[src/rtl/assert_macros.svh]
// Assertion helpers for the RTL files; the scheduler core uses them.
`ifndef ASSERT_MACROS_SVH
`define ASSERT_MACROS_SVH

// Property must hold at every clock edge outside reset.
`define SSTF_ASSERT(lbl, clk, rst_n, prop, msg) \
    lbl: assert property (@(posedge clk) disable iff (!(rst_n)) (prop)) else $error(msg);

// Condition must never be true outside reset.
`define SSTF_NEVER(lbl, clk, rst_n, cond, msg) \
    lbl: assert property (@(posedge clk) disable iff (!(rst_n)) !(cond)) else $error(msg);

`endif

[src/rtl/sstf_pkg.sv]
package sstf_pkg;

    // Fixed field widths of the channels
    localparam int TAG_W = 8;
    localparam int CYL_W = 12;
    localparam int SUM_W = 18;

    // Saturation value of the running head movement
    localparam logic [SUM_W-1:0] SUM_MAX = {SUM_W{1'b1}};

    // One served request as presented on the result channel
    typedef struct packed {
        logic [TAG_W-1:0] served_tag;
        logic [CYL_W-1:0] served_cylinder;
        logic [CYL_W-1:0] seek_distance;
        logic [SUM_W-1:0] total_movement;
        logic             final_result;
    } t_result;

endpackage

[src/rtl/sstf_req_if.sv]
interface sstf_req_if;
    logic                        valid;
    logic                        ready;
    logic [sstf_pkg::TAG_W-1:0]  request_tag;
    logic [sstf_pkg::CYL_W-1:0]  request_cylinder;
    logic                        last_request;

    modport source (output valid, request_tag, request_cylinder, last_request, input ready);
    modport sink   (input valid, request_tag, request_cylinder, last_request, output ready);
endinterface

[src/rtl/sstf_res_if.sv]
interface sstf_res_if;
    logic                        valid;
    logic                        ready;
    logic [sstf_pkg::TAG_W-1:0]  served_tag;
    logic [sstf_pkg::CYL_W-1:0]  served_cylinder;
    logic [sstf_pkg::CYL_W-1:0]  seek_distance;
    logic [sstf_pkg::SUM_W-1:0]  total_movement;
    logic                        final_result;

    modport source (output valid, served_tag, served_cylinder, seek_distance,
                    total_movement, final_result, input ready);
    modport sink   (input valid, served_tag, served_cylinder, seek_distance,
                    total_movement, final_result, output ready);
endinterface

[src/rtl/sstf_cfg_if.sv]
interface sstf_cfg_if;
    logic                        valid;
    logic                        ready;
    logic [sstf_pkg::CYL_W-1:0]  start_head;

    modport source (output valid, start_head, input ready);
    modport sink   (input valid, start_head, output ready);
endinterface

[src/rtl/sstf_ram.sv]
module sstf_ram #(
    parameter int WIDTH = 20,
    parameter int DEPTH = 8
) (
    input  logic                                   i_clk,
    input  logic                                   i_we,
    input  logic [((DEPTH > 1) ? $clog2(DEPTH) : 1)-1:0] i_waddr,
    input  logic [WIDTH-1:0]                       i_wdata,
    input  logic [((DEPTH > 1) ? $clog2(DEPTH) : 1)-1:0] i_raddr,
    output logic [WIDTH-1:0]                       o_rdata
);

    logic [WIDTH-1:0] r_mem [DEPTH];

    // One write port, one registered read port
    always_ff @(posedge i_clk) begin
        if (i_we) begin
            r_mem[i_waddr] <= i_wdata;
        end
        o_rdata <= r_mem[i_raddr];
    end

endmodule

[src/rtl/sstf_disk_scheduler_core.sv]
// Shortest-seek-time-first disk scheduler.
// i_req loads one request (tag, cylinder) per item into a request store of
// MAX_REQUESTS entries; items beyond that are dropped. An item with
// last_request set (stored or dropped) starts scheduling of the batch.
// o_res then gives one item per stored request in service order: the nearest
// unserved cylinder to the head, ties to the earliest loaded, with its seek
// distance and the saturating running movement; final_result marks the last.
// i_cfg writes start_head, the head cylinder at the start of every batch.
// Loading accepts one item per cycle. Each selection reads the N stored entries
// one per cycle from the read port of the store RAM, then emits its pick.
// i_req is ready only while no batch is being scheduled; the last result may
// still wait in the output register while the next batch loads.
// A stalled o_res holds the result; scanning goes on, but the next emit waits.
// Reset (synchronous, active low) empties the batch, clears the served
// flags, head, movement sum and start_head; no clearing pass is needed.
`include "assert_macros.svh"

module sstf_disk_scheduler_core #(
    parameter int MAX_REQUESTS  = 8,
    parameter int CYLINDER_BITS = 12
) (
    input  logic       i_clk,
    input  logic       i_rst_n,
    sstf_req_if.sink   i_req,
    sstf_res_if.source o_res,
    sstf_cfg_if.sink   i_cfg
);

    localparam int CW    = (CYLINDER_BITS < sstf_pkg::CYL_W) ? CYLINDER_BITS
                                                             : sstf_pkg::CYL_W;
    localparam int AW    = (MAX_REQUESTS > 1) ? $clog2(MAX_REQUESTS) : 1;
    localparam int CNTW  = $clog2(MAX_REQUESTS + 1);
    localparam int DW    = sstf_pkg::TAG_W + CW;
    localparam int SUMW1 = sstf_pkg::SUM_W + 1;

    localparam logic [1:0] S_IDLE = 2'd0;
    localparam logic [1:0] S_SCAN = 2'd1;
    localparam logic [1:0] S_EMIT = 2'd2;

    logic [1:0]                  r_state, n_state;
    logic [CNTW-1:0]             r_count, n_count;
    logic [MAX_REQUESTS-1:0]     r_served, n_served;
    logic [CW-1:0]               r_head, n_head;
    logic [sstf_pkg::SUM_W-1:0]  r_sum, n_sum;
    logic [CNTW-1:0]             r_served_cnt, n_served_cnt;
    logic [CNTW-1:0]             r_rd_idx, n_rd_idx;
    logic                        r_cmp_valid, n_cmp_valid;
    logic [CNTW-1:0]             r_cmp_idx, n_cmp_idx;
    logic                        r_found, n_found;
    logic [CW-1:0]               r_best, n_best;
    logic [AW-1:0]               r_pick_idx, n_pick_idx;
    logic [sstf_pkg::TAG_W-1:0]  r_pick_tag, n_pick_tag;
    logic [CW-1:0]               r_pick_cyl, n_pick_cyl;
    logic [CW-1:0]               r_start_head;
    logic                        r_out_valid, n_out_valid;
    sstf_pkg::t_result           r_out, n_out;

    logic                        in_fire;
    logic                        has_room;
    logic                        ram_we;
    logic [DW-1:0]               ram_wdata;
    logic [DW-1:0]               ram_rdata;
    logic [sstf_pkg::TAG_W-1:0]  rd_tag;
    logic [CW-1:0]               rd_cyl;
    logic [CW-1:0]               rd_dist;
    logic                        take;
    logic                        emit_ok;
    logic                        is_final;
    logic [SUMW1-1:0]            sum_add;
    logic [sstf_pkg::SUM_W-1:0]  sum_sat;

    // Handshakes
    assign i_req.ready = (r_state == S_IDLE);
    assign i_cfg.ready = 1'b1;
    assign in_fire     = i_req.valid && i_req.ready;
    assign has_room    = (r_count < CNTW'(MAX_REQUESTS));

    // Request store
    assign ram_we    = in_fire && has_room;
    assign ram_wdata = {i_req.request_tag, i_req.request_cylinder[CW-1:0]};

    sstf_ram #(
        .WIDTH (DW),
        .DEPTH (MAX_REQUESTS)
    ) u_store (
        .i_clk   (i_clk),
        .i_we    (ram_we),
        .i_waddr (r_count[AW-1:0]),
        .i_wdata (ram_wdata),
        .i_raddr (r_rd_idx[AW-1:0]),
        .o_rdata (ram_rdata)
    );

    // Distance of the entry read back against the current head
    assign rd_tag  = ram_rdata[DW-1 -: sstf_pkg::TAG_W];
    assign rd_cyl  = ram_rdata[CW-1:0];
    assign rd_dist = (rd_cyl > r_head) ? (rd_cyl - r_head) : (r_head - rd_cyl);
    assign take    = r_cmp_valid && !r_served[r_cmp_idx[AW-1:0]]
                     && (!r_found || (rd_dist < r_best));

    // Emit step: saturating movement and last-of-batch flag
    assign emit_ok  = !r_out_valid || o_res.ready;
    assign is_final = ((r_served_cnt + CNTW'(1)) == r_count);
    assign sum_add  = {1'b0, r_sum} + SUMW1'(r_best);
    assign sum_sat  = sum_add[sstf_pkg::SUM_W] ? sstf_pkg::SUM_MAX
                                               : sum_add[sstf_pkg::SUM_W-1:0];

    // Next-state logic
    always_comb begin
        n_state      = r_state;
        n_count      = r_count;
        n_served     = r_served;
        n_head       = r_head;
        n_sum        = r_sum;
        n_served_cnt = r_served_cnt;
        n_rd_idx     = r_rd_idx;
        n_cmp_valid  = 1'b0;
        n_cmp_idx    = r_cmp_idx;
        n_found      = r_found;
        n_best       = r_best;
        n_pick_idx   = r_pick_idx;
        n_pick_tag   = r_pick_tag;
        n_pick_cyl   = r_pick_cyl;
        n_out_valid  = r_out_valid && !o_res.ready;
        n_out        = r_out;

        case (r_state)
            S_IDLE: begin
                if (in_fire) begin
                    if (has_room) begin
                        n_count = r_count + CNTW'(1);
                    end
                    if (i_req.last_request) begin
                        n_state      = S_SCAN;
                        n_head       = r_start_head;
                        n_sum        = '0;
                        n_served_cnt = '0;
                        n_rd_idx     = '0;
                        n_found      = 1'b0;
                    end
                end
            end
            S_SCAN: begin
                // issue one read per cycle, compare it in the next cycle
                if (r_rd_idx < r_count) begin
                    n_rd_idx    = r_rd_idx + CNTW'(1);
                    n_cmp_valid = 1'b1;
                    n_cmp_idx   = r_rd_idx;
                end
                if (take) begin
                    n_found    = 1'b1;
                    n_best     = rd_dist;
                    n_pick_idx = r_cmp_idx[AW-1:0];
                    n_pick_tag = rd_tag;
                    n_pick_cyl = rd_cyl;
                end
                if (r_cmp_valid && (r_cmp_idx == (r_count - CNTW'(1)))) begin
                    n_state = S_EMIT;
                end
            end
            S_EMIT: begin
                if (emit_ok) begin
                    n_out_valid                 = 1'b1;
                    n_out.served_tag            = r_pick_tag;
                    n_out.served_cylinder       = sstf_pkg::CYL_W'(r_pick_cyl);
                    n_out.seek_distance         = sstf_pkg::CYL_W'(r_best);
                    n_out.total_movement        = sum_sat;
                    n_out.final_result          = is_final;
                    n_served[r_pick_idx]        = 1'b1;
                    n_head                      = r_pick_cyl;
                    n_sum                       = sum_sat;
                    n_served_cnt                = r_served_cnt + CNTW'(1);
                    n_rd_idx                    = '0;
                    n_found                     = 1'b0;
                    if (is_final) begin
                        n_state  = S_IDLE;
                        n_count  = '0;
                        n_served = '0;
                        n_sum    = '0;
                    end else begin
                        n_state = S_SCAN;
                    end
                end
            end
            default: begin
                n_state = S_IDLE;
            end
        endcase
    end

    // Control registers
    always_ff @(posedge i_clk) begin
        if (!i_rst_n) begin
            r_state      <= S_IDLE;
            r_count      <= '0;
            r_served     <= '0;
            r_head       <= '0;
            r_sum        <= '0;
            r_served_cnt <= '0;
            r_rd_idx     <= '0;
            r_cmp_valid  <= 1'b0;
            r_found      <= 1'b0;
            r_out_valid  <= 1'b0;
        end else begin
            r_state      <= n_state;
            r_count      <= n_count;
            r_served     <= n_served;
            r_head       <= n_head;
            r_sum        <= n_sum;
            r_served_cnt <= n_served_cnt;
            r_rd_idx     <= n_rd_idx;
            r_cmp_valid  <= n_cmp_valid;
            r_found      <= n_found;
            r_out_valid  <= n_out_valid;
        end
    end

    // Payload registers
    always_ff @(posedge i_clk) begin
        r_cmp_idx  <= n_cmp_idx;
        r_best     <= n_best;
        r_pick_idx <= n_pick_idx;
        r_pick_tag <= n_pick_tag;
        r_pick_cyl <= n_pick_cyl;
        r_out      <= n_out;
    end

    // Start head register
    always_ff @(posedge i_clk) begin
        if (!i_rst_n) begin
            r_start_head <= '0;
        end else if (i_cfg.valid && i_cfg.ready) begin
            r_start_head <= i_cfg.start_head[CW-1:0];
        end
    end

    // Result channel
    assign o_res.valid           = r_out_valid;
    assign o_res.served_tag      = r_out.served_tag;
    assign o_res.served_cylinder = r_out.served_cylinder;
    assign o_res.seek_distance   = r_out.seek_distance;
    assign o_res.total_movement  = r_out.total_movement;
    assign o_res.final_result    = r_out.final_result;

    // Checks
    `SSTF_ASSERT(a_served_below_count, i_clk, i_rst_n,
        (r_state != S_IDLE) |-> (r_served_cnt < r_count), "served count reached batch size")
    `SSTF_ASSERT(a_pick_unserved, i_clk, i_rst_n,
        (r_state == S_EMIT) |-> (r_found && !r_served[r_pick_idx]), "emit without valid pick")
    `SSTF_ASSERT(a_cmp_in_range, i_clk, i_rst_n,
        r_cmp_valid |-> ((r_cmp_idx < r_count) && (r_state == S_SCAN)), "compare outside batch")
    `SSTF_NEVER(a_flags_clear_on_load, i_clk, i_rst_n,
        in_fire && (r_served != '0), "served flags left over between batches")

endmodule
[src/flat_wrapper.sv]
// flat-port wrapper written by rule: the top's interface ports become plain ports
module sstf_disk_scheduler_core_flat 
#(
    parameter int MAX_REQUESTS  = 8,
    parameter int CYLINDER_BITS = 12
)
  (i_clk, i_rst_n, i_req_valid, i_req_request_tag, i_req_request_cylinder, i_req_last_request, i_req_ready, o_res_valid, o_res_served_tag, o_res_served_cylinder, o_res_seek_distance, o_res_total_movement, o_res_final_result, o_res_ready, i_cfg_valid, i_cfg_start_head, i_cfg_ready);
  sstf_req_if i_req_i ();
  sstf_res_if o_res_i ();
  sstf_cfg_if i_cfg_i ();
  input  logic i_clk;
  input  logic i_rst_n;
  input wire logic [$bits(i_req_i.valid)-1:0] i_req_valid;
  input wire logic [$bits(i_req_i.request_tag)-1:0] i_req_request_tag;
  input wire logic [$bits(i_req_i.request_cylinder)-1:0] i_req_request_cylinder;
  input wire logic [$bits(i_req_i.last_request)-1:0] i_req_last_request;
  output wire logic [$bits(i_req_i.ready)-1:0] i_req_ready;
  output wire logic [$bits(o_res_i.valid)-1:0] o_res_valid;
  output wire logic [$bits(o_res_i.served_tag)-1:0] o_res_served_tag;
  output wire logic [$bits(o_res_i.served_cylinder)-1:0] o_res_served_cylinder;
  output wire logic [$bits(o_res_i.seek_distance)-1:0] o_res_seek_distance;
  output wire logic [$bits(o_res_i.total_movement)-1:0] o_res_total_movement;
  output wire logic [$bits(o_res_i.final_result)-1:0] o_res_final_result;
  input wire logic [$bits(o_res_i.ready)-1:0] o_res_ready;
  input wire logic [$bits(i_cfg_i.valid)-1:0] i_cfg_valid;
  input wire logic [$bits(i_cfg_i.start_head)-1:0] i_cfg_start_head;
  output wire logic [$bits(i_cfg_i.ready)-1:0] i_cfg_ready;
  assign i_req_i.valid = i_req_valid;
  assign i_req_i.request_tag = i_req_request_tag;
  assign i_req_i.request_cylinder = i_req_request_cylinder;
  assign i_req_i.last_request = i_req_last_request;
  assign i_req_ready = i_req_i.ready;
  assign o_res_valid = o_res_i.valid;
  assign o_res_served_tag = o_res_i.served_tag;
  assign o_res_served_cylinder = o_res_i.served_cylinder;
  assign o_res_seek_distance = o_res_i.seek_distance;
  assign o_res_total_movement = o_res_i.total_movement;
  assign o_res_final_result = o_res_i.final_result;
  assign o_res_i.ready = o_res_ready;
  assign i_cfg_i.valid = i_cfg_valid;
  assign i_cfg_i.start_head = i_cfg_start_head;
  assign i_cfg_ready = i_cfg_i.ready;
  sstf_disk_scheduler_core #(.MAX_REQUESTS(MAX_REQUESTS), .CYLINDER_BITS(CYLINDER_BITS)) u_core (.i_clk(i_clk), .i_rst_n(i_rst_n), .i_req(i_req_i), .o_res(o_res_i), .i_cfg(i_cfg_i));
endmodule
[config.mk]
export PLATFORM = sky130hd
export DESIGN_NAME = sstf_disk_scheduler_core_flat
export DESIGN_NICKNAME = d
export VERILOG_FILES = /design/src/rtl/sstf_pkg.sv /design/src/rtl/sstf_req_if.sv /design/src/rtl/sstf_res_if.sv /design/src/rtl/sstf_cfg_if.sv /design/src/rtl/sstf_ram.sv /design/src/rtl/sstf_disk_scheduler_core.sv /design/src/flat_wrapper.sv
export VERILOG_INCLUDE_DIRS = /design/src /design/src/rtl
export SDC_FILE = /design/constraint.sdc
export NUM_CORES = 1
export LEC_CHECK = 0
export BUFFER_PORTS_ARGS = -buffer_cell sky130_fd_sc_hd__buf_2
export CAP_MARGIN = 20
export CORE_MARGIN = 3
export CORE_UTILIZATION = 55
export DETAILED_ROUTE_END_ITERATION = 12
export PLACE_DENSITY_LB_ADDON = 0.3
export SYNTH_ARGS = -nofsm -noshare
export SYNTH_HDL_FRONTEND = slang
export SYNTH_SLANG_ARGS = --single-unit
[constraint.sdc]
create_clock -name i_clk -period 9.3 [get_ports i_clk]
set_input_delay 0.465 -clock i_clk [delete_from_list [all_inputs] [get_ports i_clk]]
set_output_delay 0.465 -clock i_clk [all_outputs]
set_load 0.02 [all_outputs]
==> results.ini <==
[synth]
synth_area_sq_um = 14360
yosysUniqueCellTypes = 69
synth-seq-cells = 337
yosysSeqAreaShare = 0.6441
yosysWarnings = 0
async_flop_share = 0
syn_inst = 1006
synth_flop_cell = edfxtp_1
synth_edf_count = 250
syn-num-nets = 1100
avgSynthCellArea_sq_um = 14.27

[clocking]
root_buffer = clkbuf_16
cts.sinks = 337
cts_resized = 0
htreeDepth = 2
clkTransAtPathRegs_ps = 60
postCtsSetupBuffers = 0
ctsLongestPathBuffers = 3
cts_buffers = 36
cts_tree = built
hold_buffers = 0
clk_latency_ps = 530

[worst_setup_path]
timing.rr.start = u_core.u_store.o_rdata[0]
crit_chain = inv_1 -> ha_1 -> inv_1 -> fa_1 -> a211oi_1 -> o31ai_2 -> a21boi_2 -> or2_1 -> mux2i_1 -> xor2_1 -> ha_1 -> a21o_1 -> a21oi_1 -> nor2b_1 -> o31a_1 -> nor4_2 -> buf_4
worstPathMaxFanout = 31
cp_slowest_cell = nor4_2
critPathKind = reg -> reg
critical_path.max_stage_delay_ps = 590
required_ps = 9450
cp.arrival_ps = 5340
cp-end-kind = flip-flop
cp-startpoint = u_core.u_store.o_rdata[0]
start_kind = flip-flop

[timing]
whs_ps = 202.3
worst_pin_slew_ps = 1028
finalSetupTns_ps = 0
rsz0062_at_grt = false
skew_ps = 14.49
slew_headroom = 0.3121
finalCriticalPeriod_ps = 5185
maxSlewViolCount = 0
final-setup-viol-count = 0
fmax_mhz = 192.9
hold_viol_final = 0
fin_crit_sh = 0.5575

[power_and_ir_drop]
power.internal_mw = 2.707
powerDensity_nw_per_um2 = 217.9
power.leakage_nw = 5.972
power_frac_comb = 0.126
seqPwrFrac = 0.479
switchingPower_mw = 0.8611
swShare = 0.2413
power_frac_clock = 0.395
ir_drop_uv = 215.4

[placed_design]
placed_cell_area_sq_um = 15200
portBuffers = 90
dp_cells = 1401
gp_congestion = 0.9096
post-dp-hpwl_microns = 18950

[drt]
dr.pass1.iters = 5
drtAntennaViolNets = 0
num_vias = 8517
first_iter_violations = 590
drt-total-wl_microns = 29640
drc = 0
via_per_inst = 5.806
routedWlPerCell_microns = 20.20

[die]
die_area_sq_um = 28080
coreArea_sq_um = 25400
die-width_microns = 167.6
rows = 58
ios = 92
start_util = 0.5654
fp.dieH_microns = 167.6

[layout]
antenna_cells = 0
layout_commonest_cell = edfxtp_1
fin_util = 0.6446
area_delta_synth_final_pct = 14.01
final_cells = 1467
final_cell_mix = edfxtp_1 (250), buf_2 (90), dfxtp_1 (85)
nNetsFinal = 1203
drive_above_1_share = 0.2146
final_area_sq_um = 16370

[global_route]
grt_pass1_wl_microns = 47230
gr-total-overflow = 0
grt_max_degree = 50
grt_pass1_vias = 8699
grt_usage = 0.2123
antenna_found_initial = 1

[min_path]
min_from = i_req_request_tag[1]
holdCritPathClass = in -> reg

[status]
outcome = finished, final reports clean

[flow_run]
maxCapViolations = 0

[path summary, 6_finish.rpt]
kind,to,slack [ps],depth (start not counted)
max reg2reg,u_core.r_pick_cyl[6],4110,17
min reg2reg,u_core.r_pick_tag[2],400,0
min,u_core.u_store.r_mem[1][13],200,1
max,u_core.r_pick_cyl[6],4110,17
[sequential cells by signal, summed over array words and instances (netlist names), 2 cells and up]
| signal | count |
|---|---|
| u_core.r_cmp_idx | 4 |
| u_core.o_res.seek_distance | 12 |
| u_core.o_res.served_tag | 8 |
| u_core.r_served | 8 |
| u_core.r_count | 4 |
| u_core.r_pick_idx | 3 |
| u_core.r_head | 12 |
| u_core.r_sum | 18 |
| u_core.r_rd_idx | 4 |
| u_core.o_res.total_movement | 18 |
| u_core.u_store.o_rdata | 20 |
| u_core.r_best | 12 |
| u_core.r_start_head | 12 |
| u_core.u_store.r_mem | 160 |
| u_core.o_res.served_cylinder | 12 |
| u_core.r_pick_cyl | 12 |
| u_core.r_pick_tag | 8 |
| u_core.r_state | 2 |
| u_core.r_served_cnt | 4 |
[metrics by stage]
step / setup WS [ps] / power, mW
after CTS: 4091 / 3.600
after global placement: 4329 / 2.179
after detailed placement: 4124 / 2.190
after global routing: 3704 / 3.719
after floorplan: 2234 / 2.068
final: 4115 / 3.568
[cells in the mapped netlist, types with 19 or more instances]
cell / number / area, sq um
a21oi_1: 42 / 210.2
clkbuf_1: 25 / 93.84
dfxtp_1: 87 / 1742
edfxtp_1: 250 / 7507
ha_1: 53 / 663.1
inv_1: 55 / 206.5
mux2_2: 21 / 236.5
mux2i_1: 21 / 210.2
mux4_2: 42 / 945.9
nand2_1: 62 / 232.7
nor2_1: 62 / 232.7
nor2b_1: 19 / 118.9
o21ai_0: 28 / 140.1
[critical path: cells and delay by family, from the launching register on]
| kind | cells | cell delay, ps |
|---|---|---|
| AO/OA/AOI/OAI | 6 | 1400 |
| XOR/XNOR | 1 | 230 |
| adder cells (fa/ha/maj) | 3 | 840 |
| buffers and inverters | 3 | 680 |
| flip-flops | 1 | 330 |
| multiplexers | 1 | 260 |
| AND/OR/NAND/NOR | 3 | 1060 |
[kinds of logic after synthesis]
family                     Yosys count  synth area share
other                                1         0.0002611
adders and majority gates           56           0.05036
buffers and inverters               97           0.02779
DFF                                337            0.6441
and+or+nand+nor                    208           0.06805
xor gates and xnor gates            26           0.01682
muxes                               84           0.09698
AOI/OAI and AO/OA                  197           0.09567
[power groups by stage]
stage          Sequential (mW)  Clock [mW]  Combinational (mW)
4_1_cts                   1.71        1.44               0.453
5_1_grt                   1.71        1.50               0.502
6_report                  1.71        1.41               0.451
3_3_place_gp              1.74           0               0.443
3_5_place_dp              1.74           0               0.450
2_1_floorplan             1.74           0               0.327
[cell type report]
cell class                      instances  area (sq um)
Sequential cell                       337          9251
Fill cell                            1861          9027
Multi-Input combinational cell        572          4747
Clock buffer                           53          1006
Timing Repair Buffer                  107         578.1
Tap cell                              330         412.9
Inverter                               55         206.4
Clock inverter                         13         170.2
[routing by layer]
metal,global-route usage,wire length [microns],vias to the layer above
li1,-,-,4025
met1,0.2847,12810,4191
met2,0.3589,14470,241
met3,0.03659,1557,58
met4,0.06546,780,2
met5,0,13,-
Note: power is estimated with default switching activity, not from simulation.
